==> src/rtl/core/ambient_light_lux_classifier_macros.svh <==
// assertion macros shared by the lux classifier rtl
`ifndef AMBIENT_LIGHT_LUX_CLASSIFIER_MACROS_SVH
`define AMBIENT_LIGHT_LUX_CLASSIFIER_MACROS_SVH

// same-cycle implication, sampled on i_clk, off while i_rst_n is low
`define ALLC_ASSERT_NOW(lbl, ante, cons, msg) \
    lbl: assert property (@(posedge i_clk) disable iff (!i_rst_n) (ante) |-> (cons)) \
        else $error(msg);

// next-cycle implication, sampled on i_clk, off while i_rst_n is low
`define ALLC_ASSERT_NEXT(lbl, ante, cons, msg) \
    lbl: assert property (@(posedge i_clk) disable iff (!i_rst_n) (ante) |=> (cons)) \
        else $error(msg);

`endif

==> src/rtl/core/allc_pkg.sv <==
// types, constants and helper functions of the lux classifier
`timescale 1ns / 1ps

package allc_pkg;

    // shared multiplier operand and product widths
    localparam int MUL_A_W = 36;
    localparam int MUL_B_W = 20;
    localparam int MUL_P_W = MUL_A_W + MUL_B_W;

    localparam int CNT_W   = 16;
    localparam int LUX_W   = 24;
    localparam int LEVEL_W = 3;
    localparam int GAIN_W  = 16;
    localparam int RAW_W   = 36;
    localparam int NUM_LIMITS = 7;

    localparam logic [LUX_W-1:0] LUX_MAX = 24'hFFFFFF;

    // ratio branch edges in Q2.14
    localparam logic [CNT_W-1:0] EDGE_050 = 16'd8192;
    localparam logic [CNT_W-1:0] EDGE_061 = 16'd9994;
    localparam logic [CNT_W-1:0] EDGE_080 = 16'd13107;
    localparam logic [CNT_W-1:0] EDGE_130 = 16'd21299;

    // register indexes
    localparam logic [2:0] REG_GAIN        = 3'd0;
    localparam logic [2:0] REG_LIMIT_FIRST = 3'd1;

    localparam logic [GAIN_W-1:0] GAIN_RESET = 16'd4096;
    localparam logic [LUX_W-1:0] LIMIT_RESET [NUM_LIMITS] = '{
        24'd256, 24'd2560, 24'd12800, 24'd51200, 24'd128000, 24'd512000, 24'd2560000
    };

    typedef enum logic [3:0] {
        S_IDLE,
        S_DIV,
        S_BR,
        S_PWMUL,
        S_RD0,
        S_RD1,
        S_INTERP,
        S_VP,
        S_B0,
        S_MB,
        S_MA,
        S_SUB,
        S_GAIN,
        S_SAT,
        S_CLS,
        S_DONE
    } t_state;

    typedef enum logic [1:0] {
        BR_LOW,
        BR_MID,
        BR_HIGH,
        BR_TOP
    } t_branch;

    // Q0.24 coefficient on the visible+ir count
    function automatic logic [MUL_B_W-1:0] coef_a(input t_branch br);
        logic [MUL_B_W-1:0] c;
        unique case (br)
            BR_LOW:  c = 20'd510027;
            BR_MID:  c = 20'd375810;
            BR_HIGH: c = 20'd214748;
            BR_TOP:  c = 20'd24495;
            default: c = '0;
        endcase
        return c;
    endfunction

    // Q0.24 coefficient on the ir term
    function automatic logic [MUL_B_W-1:0] coef_b(input t_branch br);
        logic [MUL_B_W-1:0] c;
        unique case (br)
            BR_LOW:  c = 20'd1040187;
            BR_MID:  c = 20'd520094;
            BR_HIGH: c = 20'd256691;
            BR_TOP:  c = 20'd18790;
            default: c = '0;
        endcase
        return c;
    endfunction

    // largest y with y^5 * den^7 <= 65536^5 * k^7, i.e. floor(65536*(k/den)^1.4)
    function automatic logic [15:0] pow_knot(input int unsigned k, input int unsigned den);
        logic [191:0] rhs;
        logic [191:0] lhs;
        int unsigned  lo;
        int unsigned  hi;
        int unsigned  mid;
        rhs = 192'd1 << 80;
        for (int j = 0; j < 7; j++) begin
            rhs = rhs * 192'(k);
        end
        lo  = 0;
        hi  = 65535;
        mid = 0;
        for (int it = 0; it < 17; it++) begin
            if (lo < hi) begin
                mid = (lo + hi + 1) >> 1;
                lhs = 192'd1;
                for (int j = 0; j < 5; j++) begin
                    lhs = lhs * 192'(mid);
                end
                for (int j = 0; j < 7; j++) begin
                    lhs = lhs * 192'(den);
                end
                if (lhs <= rhs) begin
                    lo = mid;
                end else begin
                    hi = mid - 1;
                end
            end
        end
        return 16'(lo);
    endfunction

endpackage

==> src/rtl/core/ambient_light_lux_classifier.sv <==
// top level of the two-channel lux classifier
//
//  port group   dir   word                                         handshake
//  s_axis_*     in    tdata: visible_ir_count, ir_count            tvalid/tready
//                     tuser: sample_valid
//  m_axis_*     out   tdata: lux_value, light_level; tuser: refreshed  tvalid/tready
//  apb          in    gain and seven level limits at 4*index       psel/penable/pready
//
// one word at a time: s_axis_tready is high only while the sequencer is idle
// invalid or all-zero words go straight to the result, ratio >= 4 or zero visible via the classify step
// divided words run the bit-serial ratio divider, then the branch pick and, for ratios
// below 1.30, passes through the one shared multiplier
// the result register lets the next word in while m_axis waits on tready
// reset is synchronous: gain and limits reload defaults, held result clears
`timescale 1ns / 1ps
`include "ambient_light_lux_classifier_macros.svh"

module ambient_light_lux_classifier
    import allc_pkg::*;
#(
    parameter int POWER_TABLE_ENTRIES = 64
) (
    input  logic        i_clk,
    input  logic        i_rst_n,
    input  logic        s_axis_tvalid,
    output logic        s_axis_tready,
    input  logic [31:0] s_axis_tdata,   // [15:0] visible_ir_count, [31:16] ir_count
    input  logic        s_axis_tuser,   // [0] sample_valid
    output logic        m_axis_tvalid,
    input  logic        m_axis_tready,
    output logic [31:0] m_axis_tdata,   // [23:0] lux_value, [26:24] light_level
    output logic        m_axis_tuser,   // [0] refreshed
    input  logic        psel,
    input  logic        penable,
    input  logic        pwrite,
    input  logic [4:0]  paddr,
    input  logic [31:0] pwdata,
    output logic [31:0] prdata,
    output logic        pready
);

    localparam int IDX_W = $clog2(POWER_TABLE_ENTRIES);
    localparam int DEN   = 2 * (POWER_TABLE_ENTRIES - 1);
    localparam logic [MUL_B_W-1:0] KNOT_SPAN = MUL_B_W'(POWER_TABLE_ENTRIES - 1);

    // ---------------------------------------------------------------- config
    logic [GAIN_W-1:0] r_gain;
    logic [LUX_W-1:0]  r_limit [NUM_LIMITS];
    logic              w_cfg_wr;
    logic [2:0]        w_cfg_idx;

    assign pready    = 1'b1;
    assign w_cfg_wr  = psel && penable && pwrite && pready;
    assign w_cfg_idx = paddr[4:2];

    always_ff @(posedge i_clk) begin
        if (!i_rst_n) begin
            r_gain  <= GAIN_RESET;
            r_limit <= LIMIT_RESET;
        end else if (w_cfg_wr) begin
            unique case (w_cfg_idx)
                REG_GAIN: r_gain <= pwdata[GAIN_W-1:0];
                default:  r_limit[3'(w_cfg_idx - REG_LIMIT_FIRST)] <= pwdata[LUX_W-1:0];
            endcase
        end
    end

    always_comb begin
        unique case (w_cfg_idx)
            REG_GAIN: prdata = 32'(r_gain);
            default:  prdata = 32'(r_limit[3'(w_cfg_idx - REG_LIMIT_FIRST)]);
        endcase
    end

    // ---------------------------------------------------------------- power table
    logic [15:0] w_pow_tab [POWER_TABLE_ENTRIES];

    for (genvar g = 0; g < POWER_TABLE_ENTRIES; g++) begin : g_knot
        assign w_pow_tab[g] = pow_knot(g, DEN);
    end

    // ---------------------------------------------------------------- datapath
    t_state             r_state, n_state;
    t_branch            r_br;
    logic [CNT_W-1:0]   r_vis, r_ir;
    logic [CNT_W:0]     r_rem;
    logic [CNT_W-1:0]   r_dvd, r_quo;
    logic [3:0]         r_cnt;
    logic [IDX_W-1:0]   r_idx;
    logic [12:0]        r_f;
    logic [15:0]        r_rom, r_t0;
    logic [RAW_W-1:0]   r_acc, r_raw;
    logic [LUX_W-1:0]   r_lux_new;
    logic [LUX_W-1:0]   r_held_lux;
    logic [LEVEL_W-1:0] r_held_level;
    logic               r_fresh;
    logic               r_m_valid;
    logic [LUX_W-1:0]   r_m_lux;
    logic [LEVEL_W-1:0] r_m_level;
    logic               r_m_fresh;

    logic [MUL_A_W-1:0] w_mul_a;
    logic [MUL_B_W-1:0] w_mul_b;
    logic [MUL_P_W-1:0] w_prod;
    logic [IDX_W-1:0]   w_rom_addr;
    logic [CNT_W:0]     w_trial;
    logic               w_take;
    logic [15:0]        w_pw;
    logic [LEVEL_W-1:0] w_level;
    logic               w_in_acc;
    logic               w_out_load;
    logic               w_s_valid;
    logic [CNT_W-1:0]   w_s_vis, w_s_ir;

    assign w_s_valid = s_axis_tuser;
    assign w_s_vis   = s_axis_tdata[15:0];
    assign w_s_ir    = s_axis_tdata[31:16];

    allc_mul u_mul (
        .i_clk  (i_clk),
        .i_a    (w_mul_a),
        .i_b    (w_mul_b),
        .o_prod (w_prod)
    );

    // restoring divider step: one quotient bit of ir*2^14 / vis per cycle
    assign w_trial = {r_rem[CNT_W-1:0], r_dvd[CNT_W-1]};
    assign w_take  = w_trial >= {1'b0, r_vis};

    // interpolated power, built from the registered knot and product
    assign w_pw = 16'(r_t0 + w_prod[28:13]);

    assign w_rom_addr = (r_state == S_RD0) ? w_prod[13 +: IDX_W] : IDX_W'(r_idx + 1'b1);

    always_ff @(posedge i_clk) begin
        r_rom <= w_pow_tab[w_rom_addr];
    end

    // first limit that the new lux is below sets the level
    always_comb begin
        w_level = LEVEL_W'(NUM_LIMITS);
        for (int k = NUM_LIMITS - 1; k >= 0; k--) begin
            if (r_lux_new < r_limit[k]) begin
                w_level = LEVEL_W'(k);
            end
        end
    end

    // ---------------------------------------------------------------- sequencer
    always_ff @(posedge i_clk) begin
        if (!i_rst_n) begin
            r_state <= S_IDLE;
        end else begin
            r_state <= n_state;
        end
    end

    always_comb begin
        n_state       = r_state;
        s_axis_tready = 1'b0;
        w_in_acc      = 1'b0;
        w_out_load    = 1'b0;
        w_mul_a       = '0;
        w_mul_b       = '0;
        unique case (r_state)
            S_IDLE: begin
                s_axis_tready = 1'b1;
                w_in_acc      = s_axis_tvalid;
                if (s_axis_tvalid) begin
                    if (!w_s_valid || (w_s_vis == '0 && w_s_ir == '0)) begin
                        n_state = S_DONE;
                    end else if (w_s_vis == '0 || {2'b00, w_s_ir} >= {w_s_vis, 2'b00}) begin
                        n_state = S_CLS;
                    end else begin
                        n_state = S_DIV;
                    end
                end
            end
            S_DIV: begin
                if (r_cnt == '0) begin
                    n_state = S_BR;
                end
            end
            S_BR: begin
                if (r_quo < EDGE_050) begin
                    n_state = S_PWMUL;
                end else if (r_quo < EDGE_130) begin
                    n_state = S_MB;
                end else begin
                    n_state = S_CLS;
                end
            end
            S_PWMUL: begin
                w_mul_a = MUL_A_W'(r_quo[12:0]);
                w_mul_b = KNOT_SPAN;
                n_state = S_RD0;
            end
            S_RD0: n_state = S_RD1;
            S_RD1: n_state = S_INTERP;
            S_INTERP: begin
                w_mul_a = MUL_A_W'(16'(r_rom - r_t0));
                w_mul_b = MUL_B_W'(r_f);
                n_state = S_VP;
            end
            S_VP: begin
                w_mul_a = MUL_A_W'(w_pw);
                w_mul_b = MUL_B_W'(r_vis);
                n_state = S_B0;
            end
            S_B0: begin
                w_mul_a = MUL_A_W'(w_prod[31:0]);
                w_mul_b = coef_b(BR_LOW);
                n_state = S_MA;
            end
            S_MB: begin
                w_mul_a = MUL_A_W'(r_ir);
                w_mul_b = coef_b(r_br);
                n_state = S_MA;
            end
            S_MA: begin
                w_mul_a = MUL_A_W'(r_vis);
                w_mul_b = coef_a(r_br);
                n_state = S_SUB;
            end
            S_SUB: n_state = S_GAIN;
            S_GAIN: begin
                w_mul_a = r_raw;
                w_mul_b = MUL_B_W'(r_gain);
                n_state = S_SAT;
            end
            S_SAT: n_state = S_CLS;
            S_CLS: n_state = S_DONE;
            S_DONE: begin
                if (!r_m_valid || m_axis_tready) begin
                    w_out_load = 1'b1;
                    n_state    = S_IDLE;
                end
            end
            default: n_state = S_IDLE;
        endcase
    end

    always_ff @(posedge i_clk) begin
        case (r_state)
            S_IDLE: begin
                r_vis     <= w_s_vis;
                r_ir      <= w_s_ir;
                r_rem     <= {3'b000, w_s_ir[15:2]};
                r_dvd     <= {w_s_ir[1:0], 14'd0};
                r_quo     <= '0;
                r_cnt     <= 4'd15;
                r_lux_new <= '0;
            end
            S_DIV: begin
                r_rem <= w_take ? (w_trial - {1'b0, r_vis}) : w_trial;
                r_dvd <= {r_dvd[CNT_W-2:0], 1'b0};
                r_quo <= {r_quo[CNT_W-2:0], w_take};
                r_cnt <= r_cnt - 1'b1;
            end
            S_BR: begin
                if (r_quo < EDGE_050) begin
                    r_br <= BR_LOW;
                end else if (r_quo < EDGE_061) begin
                    r_br <= BR_MID;
                end else if (r_quo < EDGE_080) begin
                    r_br <= BR_HIGH;
                end else begin
                    r_br <= BR_TOP;
                end
            end
            S_RD0: begin
                r_idx <= w_prod[13 +: IDX_W];
                r_f   <= w_prod[12:0];
            end
            S_RD1: r_t0 <= r_rom;
            S_MA: begin
                // ir term: low branch carries the extra >>16 of the power product
                if (r_br == BR_LOW) begin
                    r_acc <= w_prod[16 +: RAW_W];
                end else begin
                    r_acc <= w_prod[RAW_W-1:0];
                end
            end
            S_SUB: begin
                if (w_prod[RAW_W-1:0] >= r_acc) begin
                    r_raw <= w_prod[RAW_W-1:0] - r_acc;
                end else begin
                    r_raw <= '0;
                end
            end
            S_SAT: begin
                if (|w_prod[MUL_P_W-1:28+LUX_W]) begin
                    r_lux_new <= LUX_MAX;
                end else begin
                    r_lux_new <= w_prod[28 +: LUX_W];
                end
            end
            default: ;
        endcase
    end

    // held result and its refresh flag
    always_ff @(posedge i_clk) begin
        if (!i_rst_n) begin
            r_held_lux   <= '0;
            r_held_level <= '0;
            r_fresh      <= 1'b0;
        end else if (w_in_acc) begin
            r_fresh <= 1'b0;
        end else if (r_state == S_CLS) begin
            r_held_lux   <= r_lux_new;
            r_held_level <= w_level;
            r_fresh      <= 1'b1;
        end
    end

    // output register
    always_ff @(posedge i_clk) begin
        if (!i_rst_n) begin
            r_m_valid <= 1'b0;
        end else if (w_out_load) begin
            r_m_valid <= 1'b1;
        end else if (m_axis_tready) begin
            r_m_valid <= 1'b0;
        end
    end

    always_ff @(posedge i_clk) begin
        if (w_out_load) begin
            r_m_lux   <= r_held_lux;
            r_m_level <= r_held_level;
            r_m_fresh <= r_fresh;
        end
    end

    assign m_axis_tvalid = r_m_valid;
    assign m_axis_tdata  = {5'd0, r_m_level, r_m_lux};
    assign m_axis_tuser  = r_m_fresh;

    // ---------------------------------------------------------------- checks
    `ALLC_ASSERT_NEXT(a_skip_invalid, w_in_acc && !w_s_valid, r_state == S_DONE && !r_fresh, "invalid word was not passed straight to the result")
    `ALLC_ASSERT_NOW(a_div_exact, r_state == S_BR, (32'(r_quo) * 32'(r_vis) <= 32'({r_ir, 14'd0})) && (r_rem < {1'b0, r_vis}), "ratio divider result out of bounds")
    `ALLC_ASSERT_NOW(a_dark_zero, r_state == S_CLS && r_vis == '0, r_lux_new == '0, "zero visible count gave nonzero lux")
    `ALLC_ASSERT_NEXT(a_out_held, w_out_load, r_m_lux == r_held_lux && r_m_level == r_held_level, "result word differs from held result")

endmodule

==> src/rtl/core/allc_mul.sv <==
// shared registered multiplier of the lux datapath
`timescale 1ns / 1ps

module allc_mul
    import allc_pkg::*;
(
    input  logic               i_clk,
    input  logic [MUL_A_W-1:0] i_a,
    input  logic [MUL_B_W-1:0] i_b,
    output logic [MUL_P_W-1:0] o_prod
);

    logic [MUL_P_W-1:0] r_prod;

    always_ff @(posedge i_clk) begin
        r_prod <= MUL_P_W'(i_a) * MUL_P_W'(i_b);
    end

    assign o_prod = r_prod;

endmodule
==> config.mk <==
export PLATFORM = sky130hd
export DESIGN_NAME = ambient_light_lux_classifier
export DESIGN_NICKNAME = d
export VERILOG_FILES = /design/src/rtl/core/allc_pkg.sv /design/src/rtl/core/ambient_light_lux_classifier.sv /design/src/rtl/core/allc_mul.sv
export VERILOG_INCLUDE_DIRS = /design/src /design/src/rtl/core
export SDC_FILE = /design/constraint.sdc
export NUM_CORES = 2
export LEC_CHECK = 0
export CAP_MARGIN = 10
export CORE_UTILIZATION = 70
export CTS_CLUSTER_SIZE = 16
export DETAILED_ROUTE_END_ITERATION = 10
export DONT_BUFFER_PORTS = 1
export PLACE_DENSITY_LB_ADDON = 0.15
export SETUP_SLACK_MARGIN = 0.05
export SLEW_MARGIN = 20
export SYNTH_ARGS = -nofsm -noshare
export SYNTH_HDL_FRONTEND = slang
export SYNTH_SLANG_ARGS = --single-unit
==> constraint.sdc <==
create_clock -name i_clk -period 19.75 [get_ports i_clk]
set_input_delay 2.9625 -clock i_clk [delete_from_list [all_inputs] [get_ports i_clk]]
set_output_delay 2.9625 -clock i_clk [all_outputs]
set_load 0.03 [all_outputs]
==> impl_summary.md <==
Status
The flow ran to the end, and the final reports show no timing, DRC or antenna violations.

Clocking
The post-CTS resize count is 0. After clock tree synthesis, the clock-pin slew on the worst setup and hold paths is around 0.07 ns. The number of levels in the clock H-tree is 2.

The number of hold buffers added after CTS was 0. In this run, CTS created clock tree buffers numbering 50. Post-CTS timing repair inserted 0 buffers for setup. CTS saw around 520 sinks.

The CTS tree is built. Clock latency on the worst-skew pair, taken at its later pin, is roughly 0.62 ns. The number of buffers on the longest clock path is 3. The tree is rooted in a sky130_fd_sc_hd__clkbuf_16.

Route
The via total after detailed routing is between 40000 and 50000. For this block, the initial DRC count from the detailed router was 5815. Once detail routing completed, the nets flagged for antenna violations numbered 0. The detailed-route vias per instance is between 6 and 7. The average wire length per cell after detail routing is 24.35 um. The final routed wirelength across all metal layers is between 150000 and 200000 um.

The number of search-and-repair iterations in the first detailed-routing pass is 10. For this run, design rule violations remaining after detail routing come to 0.

Place
Input and output buffers added on the ports amount to 0. Once placement finished, the instance area stood at approximately 54000 sq um. The detailed-placement wirelength estimate is ~130000 um. After detailed placement, the design holds a cell count of roughly 6900. The final RePlAce weighted congestion is between 1 and 1.5. Timing analysis after detailed placement gives a worst setup slack of approximately 8.9 ns.

STA
Setup repair after global routing left no endpoint under its margin. The final count of hold timing violations is 0. The final-report setup violation count is 0. The period utilization is 0.5455. The top achievable clock speed is 92.81 MHz. On the final layout, the worst clock skew is about 0.017 ns. The total negative slack is 0 ns. The smallest clock period supported by the final layout is computed as about 11 ns.

The transition time of the tightest slew-check pin is ~1.2 ns. The final number of max-transition violations is 0. The worst path meets setup with between 8 and 9 ns of slack. The tightest slew margin relative to the limit is 0.1691.

Worst setup path
The endpoint class of the critical path is a register. The worst path buffer plus inverter count is 8. Data on the critical path arrives at its endpoint at around 11 ns. The worst setup path is of the reg -> reg kind. In this design, the critical path's most frequently occurring cell is sky130_fd_sc_hd__fa_1. The slowest stage cell on the critical path is sky130_fd_sc_hd__dfxtp_1. For this run, the slowest stage of the critical path takes 0.77 ns. At the worst endpoint, the required time is 20.28 ns. STA classifies the critical path startpoint as a register. The kind of cell with the highest combined delay along the critical path is adder cells. In this run the worst path has a maximum fanout of 54.

Synth
Of the post-synthesis cell area, the dominant cell type holds 0.2290. Yosys instantiated no cell more often than sky130_fd_sc_hd__nand2_1. Synthesis instantiated around 110 different standard cells from the library. The synthesized design contains 518 register bits.

The number of enable flip-flop cells after synthesis is 230. The cell taking the most area after synthesis is sky130_fd_sc_hd__fa_1. The post-synthesis async set-or-reset flop share is 0. After synthesis, the cell types taking the most area are sky130_fd_sc_hd__fa_1, sky130_fd_sc_hd__edfxtp_1, sky130_fd_sc_hd__dfxtp_1. In the synthesized netlist the dominant register cell turns out to be sky130_fd_sc_hd__dfxtp_1. The number of warnings issued by yosys is 0.

The number of instances in the synthesized netlist is 6178. The synthesized area per cell is between 8 and 9 sq um. After synthesis, the most frequently instantiated cells are sky130_fd_sc_hd__nand2_1, sky130_fd_sc_hd__inv_1, sky130_fd_sc_hd__fa_1. Of the synthesized area, sequential elements account for 0.2369. The synthesized area is between 50000 and 60000 sq um.

Worst hold path
The type of the worst min-delay path is reg -> reg.

Global routing
The via count of the first global-routing pass was around 45000. The number of antenna violations at the first check in global routing is 2. The first global-routing pass estimated between 200000 and 300000 um of wire.

After global routing the overflow that remains totals 0. In the global route stage, overall resource usage came out at 0.4457. Entering global routing, the biggest net connects ~100 pins.

Final layout
Of the cells placed in the final design, the portion with a size suffix greater than 1 is 0.05294. After routing the design area is around 56000 sq um. The antenna diode count is 0. The area growth from synthesis to layout is 4.448%.

At the end of the flow, the number of nets in the layout was just over 7000. The number of standard cells in the layout, taps in and fillers out is about 7000.

Power
The peak supply drop is between 0.1 and 0.15 mV. In this run the power density over the cells is approximately 110 nW/um^2. Summing internal, switching and leakage power gives approximately 6.4 mW. The static leakage is around 26 nW.

Die
The floorplan has 101 rows. The vertical die dimension is roughly 280 um. The number of top-level pins is around 150. The floorplan step set the die width to 278.5 um. For this configuration, the core starts out at a cell density of 0.7056. After floorplanning, the core was sized to cover 75820 sq um. The die area is about 78000 sq um.

Flow run
The number of maximum-capacitance constraint violations is 0.
## power by group
part / leakage [nW] / internal [mW] / total [mW] / switching [mW]
logic: 20.3 / 1.27 / 3.78 / 2.51
registers: 4.51 / 1.36 / 1.60 / 0.246
clock network: 0.825 / 0.549 / 0.997 / 0.449
total: 25.6 / 3.17 / 6.38 / 3.21
## routing by layer
metal,up-vias,GRT usage,part of all wire
li1,19843,-,-
met5,-,0,0.000041
met1,21959,0.5865,0.37
met2,3043,0.6803,0.44
met3,694,0.1101,0.13
met4,2,0.2427,0.066
## through the flow
step,util,hold WS (ns)
after CTS,0.7358,0.4313
final,0.7370,0.4325
after global placement,0.7137,0.4093
after detailed placement,0.7137,0.4146
after floorplan,-,0.4030
after global routing,0.7370,0.4390
## area by class of cell
| class | instances | area (sq um) |
|---|---|---|
| Clock buffer | 64 | 1409 |
| Clock inverter | 30 | 264.0 |
| Fill cell | 5759 | 19940 |
| Inverter | 974 | 3661 |
| Multi-Input combinational cell | 4387 | 35940 |
| Sequential cell | 518 | 12670 |
| Tap cell | 978 | 1224 |
| Timing Repair Buffer | 90 | 713.2 |
## worst reg2reg max path, delay by kind of cell (launching register included)
kind / cells / cell delay (ns)
AOI/OAI and AO/OA: 10 / 3.08
and+or+nand+nor: 2 / 1.32
adders and majority gates: 8 / 3.86
DFF: 1 / 0.77
buffers and inverters: 8 / 1.51
xor gates and xnor gates: 1 / 0.15
## cell usage in the layout, fill, tap and decap left out, drive strengths merged, types with 12 or more instances in the layout
cell / Yosys / final
a211oi: 36 / 36
a21o: 138 / 138
a21oi: 445 / 445
a221o: 17 / 17
a221oi: 21 / 21
a222oi: 15 / 15
a22oi: 19 / 19
a31oi: 41 / 41
and2: 39 / 39
and3: 41 / 41
buf: 122 / 90
clkbuf: 204 / 64
clkinv: 1 / 23
conb: 2 / 30
dfxtp: 288 / 288
edfxtp: 230 / 230
fa: 612 / 612
ha: 446 / 446
inv: 973 / 977
mux2: 36 / 36
mux2i: 18 / 18
mux4: 23 / 23
nand2: 1101 / 1101
nand2b: 38 / 38
nand3: 81 / 81
nand4: 58 / 58
nor2: 438 / 438
nor2b: 37 / 37
nor3: 58 / 58
nor4: 20 / 20
o211ai: 58 / 58
o21a: 31 / 31
o21ai: 198 / 198
o31ai: 21 / 21
or2: 12 / 12
xnor2: 75 / 75
xor2: 41 / 41
## worst paths after layout
path | startpoint | end | slack (ns) | cells after the start
worst min register to register | r_rom[3] | r_t0[3] | 0.43 | 0
worst max register to register | r_state[1] | u_mul.o_prod[49] | 8.98 | 29
worst min-delay path | r_rom[3] | r_t0[3] | 0.43 | 0
worst max-delay path | r_state[1] | u_mul.o_prod[49] | 8.98 | 29
## state kept, by name (all words and copies together) (netlist names), 6 cells and up
register	cells
r_lux_new	24
r_rem	16
r_quo	16
u_mul.o_prod	56
r_idx	6
r_limit	168
r_vis	16
r_acc	36
r_t0	15
r_m_lux	24
r_f	13
r_raw	36
r_held_lux	24
r_rom	15
r_ir	16
r_gain	16
## kinds of logic after synthesis
logic type,share of synthesized area
AOI/OAI and AO/OA,0.1378
xor gates and xnor gates,0.01899
adders and majority gates,0.3333
buffers and inverters,0.09640
DFF,0.2369
muxes,0.02063
other,0.0001404
and+or+nand+nor,0.1559
No activity file was read; power rests on OpenSTA's default activity.
